<file path="src/rtl/pce_pkg.sv">
// Package for the correlation engine: widths, codes and the command and status
// structs passed between controller and datapath. No dependencies.
`timescale 1ns / 1ps
`default_nettype none

package pce_pkg;

  localparam int SAMPLE_W = 16;    // port width of one sample
  localparam int COUNT_W  = 13;    // pair counter, holds up to 4096
  localparam int SUM_W    = 29;    // signed sum of samples
  localparam int SQ_W     = 43;    // unsigned sum of squares
  localparam int XY_W     = 44;    // signed sum of products
  localparam int VAR_W    = 56;    // variance terms
  localparam int NUM_W    = 56;    // numerator magnitude
  localparam int PROD_W   = 112;   // vx*vy and num^2
  localparam int LIMB_W   = 32;    // multiplier operand width
  localparam int MAG_W    = 128;   // operand magnitude, four limbs
  localparam int ACC_W    = 160;   // product accumulator
  localparam int K_W      = 16;    // search bounds, 0..32768
  localparam int K_FULL   = 32768;
  localparam int CORR_MAX = 32767;

  localparam int DEF_MAX_PAIRS   = 4096;
  localparam int DEF_SAMPLE_BITS = 16;

  typedef enum logic [1:0] {
    STATUS_OK       = 2'd0,
    STATUS_ZERO_DEN = 2'd1,
    STATUS_OVERFLOW = 2'd2
  } status_t;

  typedef enum logic [3:0] {
    ST_IDLE, ST_START, ST_VX, ST_VY, ST_NUM, ST_CHK, ST_DPRD, ST_NSQ,
    ST_SQ, ST_MUL, ST_LOOP, ST_FIN
  } state_t;

  // Multiplier operand sources
  typedef enum logic [3:0] {
    OPND_N, OPND_SXX, OPND_SYY, OPND_SXY, OPND_SX, OPND_SY,
    OPND_VX, OPND_VY, OPND_NUM, OPND_D, OPND_O, OPND_O2
  } opnd_t;

  // Where the accumulator goes when a product sequence is done
  typedef enum logic [2:0] {
    DST_NONE, DST_VX, DST_VY, DST_NUM, DST_D, DST_N2, DST_O2
  } dest_t;

  typedef struct packed {
    logic       in_ready;
    logic       mul_go;
    opnd_t      a_sel;
    logic [1:0] a_limb;
    opnd_t      b_sel;
    logic [1:0] b_limb;
    logic [1:0] shift;
    logic       neg;
    dest_t      dst;
    logic       cmp;
    logic       search_init;
    logic       finish;
  } pce_cmd_t;

  typedef struct packed {
    logic pipe_valid;
    logic pipe_last;
    logic overflow;
    logic vars_pos;
    logic lo_lt_hi;
    logic out_free;
  } pce_stat_t;

  // One multiply-accumulate step: acc +/- (a.limb * b.limb) << 32*shift
  function automatic pce_cmd_t mul_cmd(opnd_t a, logic [1:0] al, opnd_t b,
                                       logic [1:0] bl, logic [1:0] sh, logic neg);
    pce_cmd_t c;
    c        = '0;
    c.mul_go = 1'b1;
    c.a_sel  = a;
    c.a_limb = al;
    c.b_sel  = b;
    c.b_limb = bl;
    c.shift  = sh;
    c.neg    = neg;
    return c;
  endfunction

endpackage

`default_nettype wire

</file>
<file path="src/rtl/pce_ctrl.sv">
// Controller: sequences accumulation, the variance and numerator products, the
// binary search over the result and the result hand-off. Depends on pce_pkg.
`timescale 1ns / 1ps
`default_nettype none

module pce_ctrl (
  input  logic               clk,
  input  logic               rst,
  input  pce_pkg::pce_stat_t stat,
  output pce_pkg::pce_cmd_t  cmd
);
  import pce_pkg::*;

  state_t     state, state_next;
  logic [2:0] step;

  // State and step registers
  always_ff @(posedge clk) begin
    if (rst) begin
      state <= ST_IDLE;
      step  <= 3'd0;
    end else begin
      state <= state_next;
      step  <= (state_next != state) ? 3'd0 : step + 3'd1;
    end
  end

  // Next state
  always_comb begin
    state_next = state;
    case (state)
      ST_IDLE:  if (stat.pipe_valid && stat.pipe_last) state_next = ST_START;
      ST_START: state_next = stat.overflow ? ST_FIN : ST_VX;
      ST_VX:    if (step == 3'd4) state_next = ST_VY;
      ST_VY:    if (step == 3'd4) state_next = ST_NUM;
      ST_NUM:   if (step == 3'd4) state_next = ST_CHK;
      ST_CHK:   state_next = stat.vars_pos ? ST_DPRD : ST_FIN;
      ST_DPRD:  if (step == 3'd5) state_next = ST_NSQ;
      ST_NSQ:   if (step == 3'd5) state_next = ST_LOOP;
      ST_SQ:    if (step == 3'd2) state_next = ST_MUL;
      ST_MUL:   if (step == 3'd5) state_next = ST_LOOP;
      ST_LOOP:  state_next = stat.lo_lt_hi ? ST_SQ : ST_FIN;
      ST_FIN:   if (stat.out_free) state_next = ST_IDLE;
      default:  state_next = ST_IDLE;
    endcase
  end

  // Commands: issue steps, then an empty drain step, then the store or compare
  always_comb begin
    cmd = '0;
    case (state)
      ST_IDLE: cmd.in_ready = !(stat.pipe_valid && stat.pipe_last);
      ST_VX: begin
        case (step)
          3'd0:    cmd = mul_cmd(OPND_N, 2'd0, OPND_SXX, 2'd0, 2'd0, 1'b0);
          3'd1:    cmd = mul_cmd(OPND_N, 2'd0, OPND_SXX, 2'd1, 2'd1, 1'b0);
          3'd2:    cmd = mul_cmd(OPND_SX, 2'd0, OPND_SX, 2'd0, 2'd0, 1'b1);
          3'd4:    cmd.dst = DST_VX;
          default: cmd = '0;
        endcase
      end
      ST_VY: begin
        case (step)
          3'd0:    cmd = mul_cmd(OPND_N, 2'd0, OPND_SYY, 2'd0, 2'd0, 1'b0);
          3'd1:    cmd = mul_cmd(OPND_N, 2'd0, OPND_SYY, 2'd1, 2'd1, 1'b0);
          3'd2:    cmd = mul_cmd(OPND_SY, 2'd0, OPND_SY, 2'd0, 2'd0, 1'b1);
          3'd4:    cmd.dst = DST_VY;
          default: cmd = '0;
        endcase
      end
      ST_NUM: begin
        case (step)
          3'd0:    cmd = mul_cmd(OPND_N, 2'd0, OPND_SXY, 2'd0, 2'd0, 1'b0);
          3'd1:    cmd = mul_cmd(OPND_N, 2'd0, OPND_SXY, 2'd1, 2'd1, 1'b0);
          3'd2:    cmd = mul_cmd(OPND_SX, 2'd0, OPND_SY, 2'd0, 2'd0, 1'b1);
          3'd4:    cmd.dst = DST_NUM;
          default: cmd = '0;
        endcase
      end
      ST_CHK: cmd.search_init = 1'b1;
      ST_DPRD: begin
        case (step)
          3'd0:    cmd = mul_cmd(OPND_VX, 2'd0, OPND_VY, 2'd0, 2'd0, 1'b0);
          3'd1:    cmd = mul_cmd(OPND_VX, 2'd0, OPND_VY, 2'd1, 2'd1, 1'b0);
          3'd2:    cmd = mul_cmd(OPND_VX, 2'd1, OPND_VY, 2'd0, 2'd1, 1'b0);
          3'd3:    cmd = mul_cmd(OPND_VX, 2'd1, OPND_VY, 2'd1, 2'd2, 1'b0);
          3'd5:    cmd.dst = DST_D;
          default: cmd = '0;
        endcase
      end
      ST_NSQ: begin
        case (step)
          3'd0:    cmd = mul_cmd(OPND_NUM, 2'd0, OPND_NUM, 2'd0, 2'd0, 1'b0);
          3'd1:    cmd = mul_cmd(OPND_NUM, 2'd0, OPND_NUM, 2'd1, 2'd1, 1'b0);
          3'd2:    cmd = mul_cmd(OPND_NUM, 2'd1, OPND_NUM, 2'd0, 2'd1, 1'b0);
          3'd3:    cmd = mul_cmd(OPND_NUM, 2'd1, OPND_NUM, 2'd1, 2'd2, 1'b0);
          3'd5:    cmd.dst = DST_N2;
          default: cmd = '0;
        endcase
      end
      ST_SQ: begin
        case (step)
          3'd0:    cmd = mul_cmd(OPND_O, 2'd0, OPND_O, 2'd0, 2'd0, 1'b0);
          3'd2:    cmd.dst = DST_O2;
          default: cmd = '0;
        endcase
      end
      ST_MUL: begin
        case (step)
          3'd0, 3'd1, 3'd2, 3'd3:
                   cmd = mul_cmd(OPND_O2, 2'd0, OPND_D, step[1:0], step[1:0], 1'b0);
          3'd5:    cmd.cmp = 1'b1;
          default: cmd = '0;
        endcase
      end
      ST_FIN:  cmd.finish = stat.out_free;
      default: cmd = '0;
    endcase
  end

endmodule

`default_nettype wire

</file>
<file path="config.mk">
export PLATFORM = sky130hd
export DESIGN_NAME = pce_ctrl
export DESIGN_NICKNAME = d
export VERILOG_FILES = /design/src/rtl/pce_pkg.sv /design/src/rtl/pce_ctrl.sv
export SDC_FILE = /design/constraint.sdc
export NUM_CORES = 1
export LEC_CHECK = 0
export ABC_CLOCK_PERIOD_IN_PS = 1700
export BUFFER_PORTS_ARGS = -buffer_cell sky130_fd_sc_hd__buf_2
export CAP_MARGIN = 20
export CORE_ASPECT_RATIO = 0.8
export CORE_UTILIZATION = 48
export CTS_BUF_LIST = sky130_fd_sc_hd__clkbuf_2 sky130_fd_sc_hd__clkbuf_4 sky130_fd_sc_hd__clkbuf_8
export CTS_CLUSTER_DIAMETER = 50
export CTS_CLUSTER_SIZE = 28
export DETAILED_ROUTE_END_ITERATION = 12
export MAX_ROUTING_LAYER = met4
export PLACE_DENSITY = 0.89
export SYNTH_ARGS = -nofsm -noshare
export SYNTH_HDL_FRONTEND = slang
export SYNTH_SLANG_ARGS = --single-unit
</file>
<file path="constraint.sdc">
create_clock -name clk -period 1.7 [get_ports clk]
set_input_delay 0.085 -clock clk [delete_from_list [all_inputs] [get_ports clk]]
set_output_delay 0.085 -clock clk [all_outputs]
set_load 0.01 [all_outputs]
</file>
==> results of run 1 <==
## per-layer routing
| layer | track usage | up-vias |
|---|---|---|
| li1 | - | 601 |
| met1 | 0.428 | 583 |
| met4 | 0.142 | 0 |
| met2 | 0.515 | 93 |
| met5 | - | - |
| met3 | 0.0430 | 13 |
## registers in the layout, summed over array words and instances, names as in the netlist
name,cells
step,3
state,4
## cells in the final DEF (no fill, tap or decap), types with 4 or more instances in the layout
cell,Yosys,layout
buf_4,5,28
buf_2,3,25
nor2_1,11,10
nand2_1,12,10
a21oi_1,8,8
buf_6,3,8
nand2b_1,8,7
nor3_1,7,6
o21ai_1,1,5
o21ai_0,9,5
inv_1,6,4
a21o_1,4,4
nand3_1,5,4
## final cells by class
class | instances | area (sq um) | share of cell area
timing repair buffer | 61 | 425 | 0.272
multi-input combinational | 112 | 898 | 0.574
inverter | 6 | 27.5 | 0.0176
sequential | 7 | 155 | 0.0992
clock buffer | 3 | 22.5 | 0.0144
clock inverter | 1 | 5.00 | 0.00320
tap | 24 | 30.0 | 0.0192
## cells in the mapped netlist, drive strengths merged
master   instances  area share
mux2i            2       0.020
conb             1      0.0037
nor2            11       0.041
xnor2            1      0.0086
o22ai            1      0.0062
nand4bb          1       0.011
nor4b            1      0.0086
ha               5       0.062
a2bb2oi          1       0.015
o21bai           3       0.022
nand3            5       0.025
a21oi            8       0.039
o21ai           10       0.049
and4bb           1       0.016
nand2b           9       0.063
o32ai            2       0.017
o211ai           3       0.022
a31oi            4       0.039
dfxtp            7        0.14
a32oi            1      0.0086
buf             11       0.085
nand2           12       0.044
and3b            1      0.0099
o22a             1      0.0086
nand3b           2       0.015
clkbuf           1      0.0037
a41oi            1       0.016
nor3b            3       0.032
nor3             8       0.044
nor2b            3       0.018
a211o            1      0.0086
and3             2       0.017
a21o             4       0.030
or2              2       0.012
mux2             1       0.011
inv              6       0.022
o31ai            1      0.0074
## per-stage QoR
| stage | TNS [ns] | total power, mW | worst slack [ns] | util |
|---|---|---|---|---|
| floorplan | 0 | 0.437 | 0.00359 | - |
| global placement | -0.00848 | 0.557 | -0.00848 | 0.673 |
| detailed placement | -0.529 | 0.570 | -0.118 | 0.673 |
| CTS | -1.63 | 0.817 | -0.224 | 0.784 |
| global route | -3.97 | 0.899 | -0.395 | 0.812 |
| finish | -2.68 | 0.854 | -0.296 | 0.812 |
## worst reg2reg max path, stage by stage (launching register included)
cell,delay [ns]
dfxtp_4,0.38
inv_4,0.05
ha_4,0.17
buf_4,0.15
nand4bb_1,0.14
a2bb2oi_2,0.20
a41oi_2,0.18
a31oi_4,0.22
nor3_1,0.07
## worst max path at each step
stage / from / to / slack (ns) / cells past startpoint
floorplan: step[0] / cmd[11] / 0.004 / 7
CTS: step[1] / cmd[11] / -0.22 / 8
detailed placement: step[0] / cmd[11] / -0.12 / 8
finish: step[0] / cmd[11] / -0.30 / 8
global placement: step[0] / cmd[11] / -0.008 / 8
global route: step[1] / cmd[11] / -0.39 / 9
## timing repair
action                                  in CTS  in global routing
pin swaps                                   11                  3
endpoints found under the setup margin      23                 20
gates resized for setup                     37                 11
buffers inserted                             8                  1
## logic make-up after synthesis
kind of cell | count (synthesis)
xor gates and xnor gates | 1
adders and majority gates | 5
DFF | 7
other | 1
muxes | 3
AOI/OAI and AO/OA | 41
and+or+nand+nor | 61
buffers and inverters | 18
## power breakdown
| part | internal (mW) | switching, mW |
|---|---|---|
| registers | 0.181 | 0.0352 |
| logic | 0.240 | 0.243 |
| clock network | 0.0863 | 0.0691 |
==> reports/metrics.yaml, run 1 <==
status: "finished with violations"
violations: "negative setup slack"
p_leak_nw: 0.711
synth_compound_area_frac: 0.289
hold_viol: 0
r2r_start: "step[1]"
whs_path_depth: 3
rsz0062_at_grt: "yes"
crit_required_ns: 1.62
clock_latency_ns: 0.26
area_growth_syn_to_layout_pct: 53.9
cts_buffers: 3
cts_buffer_depth: 2
start_util: 0.527
io_pins: 31
cpPeakStageDelay_ns: 0.38
drtIter0Drc: 62
cts_max_level: 1
nFillCells: 111
clkSlewWorstSetupHoldPaths_ns: 0.06
r2r_slack_ns: 0
antenna_found_initial: 0
firstDrtPassIters: 4
min_period_ns: 2.00
cts_tree: "built"
die_h_um: 43.2
grt_util_all_layers: 0.333
netlist_instances: 137
postSynthNetCount: 150
clock_sinks: 7
path_cells: "inv_4 -> ha_4 -> nor3_4 -> o21bai_4 -> nor3b_4 -> a21o_1 -> or2_1 -> buf_2"
grt_pass1_vias: 1203
wl_met2_um: 1810
synth_top_family_by_area: "simple AND/OR/NAND/NOR gates"
fin_skew_ns: 0.00183
rows: 14
ys_types: 46
setup_violations: 16
dp_hpwl_um: 2340
r2r-end: "step[2]"
die_area_sq_um: 2310
dpl_cell_area_sq_um: 1300
maxSlewViolCount: 0
top_layer: "met4"
clock-root-buffer: "clkbuf_4"
antenna_left: 0
min_delay_worst_endpoint: "state[2]"
wirelength_um: 3710
arrival_ns: 1.91
viasPerCell: 6.03
path_max_fanout: 4
synthMuxAreaShare: 0.0308
drv_cap: 0
hold_buffers: 0
design_area_sq_um: 1560
cp_top_family: "simple AND/OR/NAND/NOR gates"
setup_slack_ns: -0.296
synthAdderAreaFrac: 0.0616
grt_pass1_wl_um: 5460
ys_ff_latch: 7
dp_cells: 203
hold_class: "in2reg"
die_w_um: 53.4
whs_ns: 0.167
synth_xor_area_frac: 0.00862
place_congestion: 0.909
syn-cell-area_sq_um: 1020
fmax_mhz: 501
wl_met3_um: 380
power_density_nw_per_um2: 546
core_area_sq_um: 1930
timing_worst_setup_path_type: "reg2out"
crit_slowest_cell: "dfxtp_4"
via_count: 1290
min_from: "rst"
synthSimpleGateAreaFrac: 0.357
wl_per_cell_um: 17.3
startpoint_type: "register"
drc_errors: 0
period_share: 1.17
yosys_warnings: 0
grt_max_degree: 20
cp_num_buf_inv: 2
final_layout_size_suffix_gt1_frac: 0.526
r2r_cells: 8
insertedDiodeCount: 0
wl_met1_um: 1420
fin_cells: 214
globalRouteOverflowTotal: 0
port_buffers: 29
cp-end-kind: "output port"
avgSynthCellArea_sq_um: 7.42
nNetsFinal: 204
synth_seq_area_share: 0.138
peakVddDrop_v: 0.000493
Power figures use the tool's default switching activity.
==> run 2: changes to the inputs <==
--- a/config.mk
+++ b/config.mk
@@ -16,6 +16,7 @@
 export DETAILED_ROUTE_END_ITERATION = 12
 export MAX_ROUTING_LAYER = met4
 export PLACE_DENSITY = 0.89
+export REMOVE_ABC_BUFFERS = 1
 export SYNTH_ARGS = -nofsm -noshare
 export SYNTH_HDL_FRONTEND = slang
 export SYNTH_SLANG_ARGS = --single-unit
==> constraint.sdc (replaced) <==
create_clock -name clk -period 1.7 [get_ports clk]
set_input_delay 0.255 -clock clk [delete_from_list [all_inputs] [get_ports clk]]
set_output_delay 0.255 -clock clk [all_outputs]
set_load 0.01 [all_outputs]
==> run 2 against run 1 <==
  * Setup slack worse by 0.13 ns
  * Largest cell class unchanged
  * Clock-buffer cell count up 1
  * Routed wire length up 12%
  * Clock power up 11%
  * The run still ends with negative setup slack left
  * Highest routed layer unchanged
  * Flip-flop and latch count unchanged
  * Cell count up 0.93%
  * First-iteration DRC count up 65%
  * Combinational power up 4%
  * Power up 3.7%
  * Critical endpoint is now cmd[17]
==> reports/metrics.yaml, run 2 (same netlist as run 1, synthesis figures left out) <==
nNetsFinal: 206  # +0.98%
clock_sinks: 7  # unchanged
final_common_cell: "buf_4"
globalRouteOverflowTotal: 0  # unchanged
min_period_ns: 2.12  # +0.128 ns
clkSlewWorstSetupHoldPaths_ns: 0.06  # about the same
crit_required_ns: 1.44  # -0.18 ns
cts_max_level: 1  # unchanged
arrival_ns: 1.87  # -0.04 ns
setup_slack_ns: -0.424  # -0.128 ns
insertedDiodeCount: 0  # unchanged
via_count: 1381  # +7.1%
start_util: 0.527  # unchanged
timing_worst_setup_path_type: "reg2out"
dp_hpwl_um: 2520  # +7.8%
antenna_found_initial: 0  # unchanged
core_area_sq_um: 1930  # unchanged
place_congestion: 1.01  # +11%
antenna_left: 0  # unchanged
area_growth_syn_to_layout_pct: 56.4
design_area_sq_um: 1590  # +1.6%
final_layout_size_suffix_gt1_frac: 0.563  # +0.0362
r2r_slack_ns: -0.08  # -0.08 ns
r2r-end: "step[0]"
startpoint_type: "register"
status: "finished with violations"
p_leak_nw: 0.721  # +1.4%
fin_util: 0.825  # +0.0130
r2r_start: "step[1]"
whs_ns: 0.336  # +0.170 ns
cts_buffers: 3  # unchanged
drc_errors: 0  # unchanged
die_area_sq_um: 2310  # unchanged
layout_common_cells: "buf_4, buf_2, nand2_1, nor2_1, buf_6"
setup_tns_ns: -5.26  # -2.58 ns
peakVddDrop_v: 0.000608  # +23%
setup_violations: 21  # +5
grt_pass1_vias: 1320  # +9.7%
path_max_fanout: 4  # unchanged
grt_util_all_layers: 0.369  # +0.0364
grt_max_degree: 14  # -30%
min_from: "rst"
dpl_cell_area_sq_um: 1330  # +2.8%
period_share: 1.25  # +0.0751
whs_path_depth: 3  # unchanged
die_h_um: 43.2  # unchanged
die_w_um: 53.4  # unchanged
cts_tree: "built"
cts_buffer_depth: 2  # unchanged
viasPerCell: 6.39  # +6.1%
hold_class: "in2reg"
r2r_cells: 8  # unchanged
rows: 14  # unchanged
maxSlewViolCount: 0  # unchanged
rsz0062_at_grt: "yes"
top_register: "state"
firstDrtPassIters: 4  # unchanged
min_delay_worst_endpoint: "state[0]"
grt_pass1_wl_um: 5950  # +8.8%
io_pins: 31  # unchanged
fin_skew_ns: 0.00245  # +0.000619 ns
hold_buffers: 0  # unchanged
wl_per_cell_um: 19.2  # +11%
cp-end-kind: "output port"
top_regs: "state x4, step x3"
hold_viol: 0  # unchanged
drtIter0Drc: 102  # +65%
port_buffers: 29  # unchanged
fmax_mhz: 471  # -6.0%
clock-root-buffer: "clkbuf_4"
clock_latency_ns: 0.25  # about the same
violations: "negative setup slack"
wirelength_um: 4160  # +12%
largest_register_ffs: 4  # unchanged
drv_cap: 0  # unchanged
fin_total_pwr_mw: 0.886  # +3.7%
power_density_nw_per_um2: 558  # +2.1%
-- run 2: how the worst max path moves through the flow --
stage	slack, ns	end	start
after floorplan	-0.33	cmd[21]	state[3]
after global placement	-0.15	cmd[11]	step[0]
after detailed placement	-0.25	cmd[11]	step[0]
after CTS	-0.42	cmd[11]	step[0]
after global routing	-0.49	cmd[11]	step[0]
final	-0.42	cmd[17]	step[0]
-- run 2: worst max-delay path, stage by stage (launching register included) --
cell and delay [ns]:
dfxtp_4 0.38, inv_4 0.06, ha_4 0.16, nor3_4 0.23, o21bai_4 0.08, nor3b_4 0.17
a21o_1 0.19, buf_4 0.14, buf_6 0.10, buf_6 0.11
-- run 2: metal layers --
metal  routed length (um)  GRT usage  vias up  part of all wire
li1                     -          -      601                 -
met1                 1570      0.432      644              0.38
met2                 2000      0.578      107              0.48
met3                  375     0.0573       29             0.090
met4                  216      0.237        0             0.052
met5                    0          -        -                 0
-- run 2: final cells by class --
| type | instances | area, sq um |
|---|---|---|
| inverters | 6 | 27.5 |
| repair buffers | 63 | 438 |
| multi-input cells | 112 | 906 |
| fillers | 111 | 338 |
| clock buffers | 4 | 30.0 |
| flip-flops and latches | 7 | 158 |
| well taps | 24 | 30.0 |
-- run 2: report_power, final --
| part | switching, mW | leakage (nW) | total [mW] | internal [mW] |
|---|---|---|---|---|
| logic | 0.259 | 0.642 | 0.502 | 0.243 |
| clock network | 0.0661 | 0.0184 | 0.172 | 0.106 |
| registers | 0.0313 | 0.0608 | 0.212 | 0.181 |
| total | 0.357 | 0.721 | 0.886 | 0.530 |
-- run 2: stage by stage --
stage | setup WS (ns) | std cells
finish | -0.424 | 216
global route | -0.486 | 216
CTS | -0.416 | 215
detailed placement | -0.254 | 209
global placement | -0.153 | 209
floorplan | -0.332 | 125
-- run 2: what timing repair did --
| action | in CTS | in global routing |
|---|---|---|
| resized for setup | 30 | 26 |
| setup buffers | 2 | 3 |
| hold endpoints to repair | 0 | 0 |
| setup endpoints to repair | 24 | 26 |
| pin swaps | 8 | 13 |
| gates cloned | 0 | 0 |
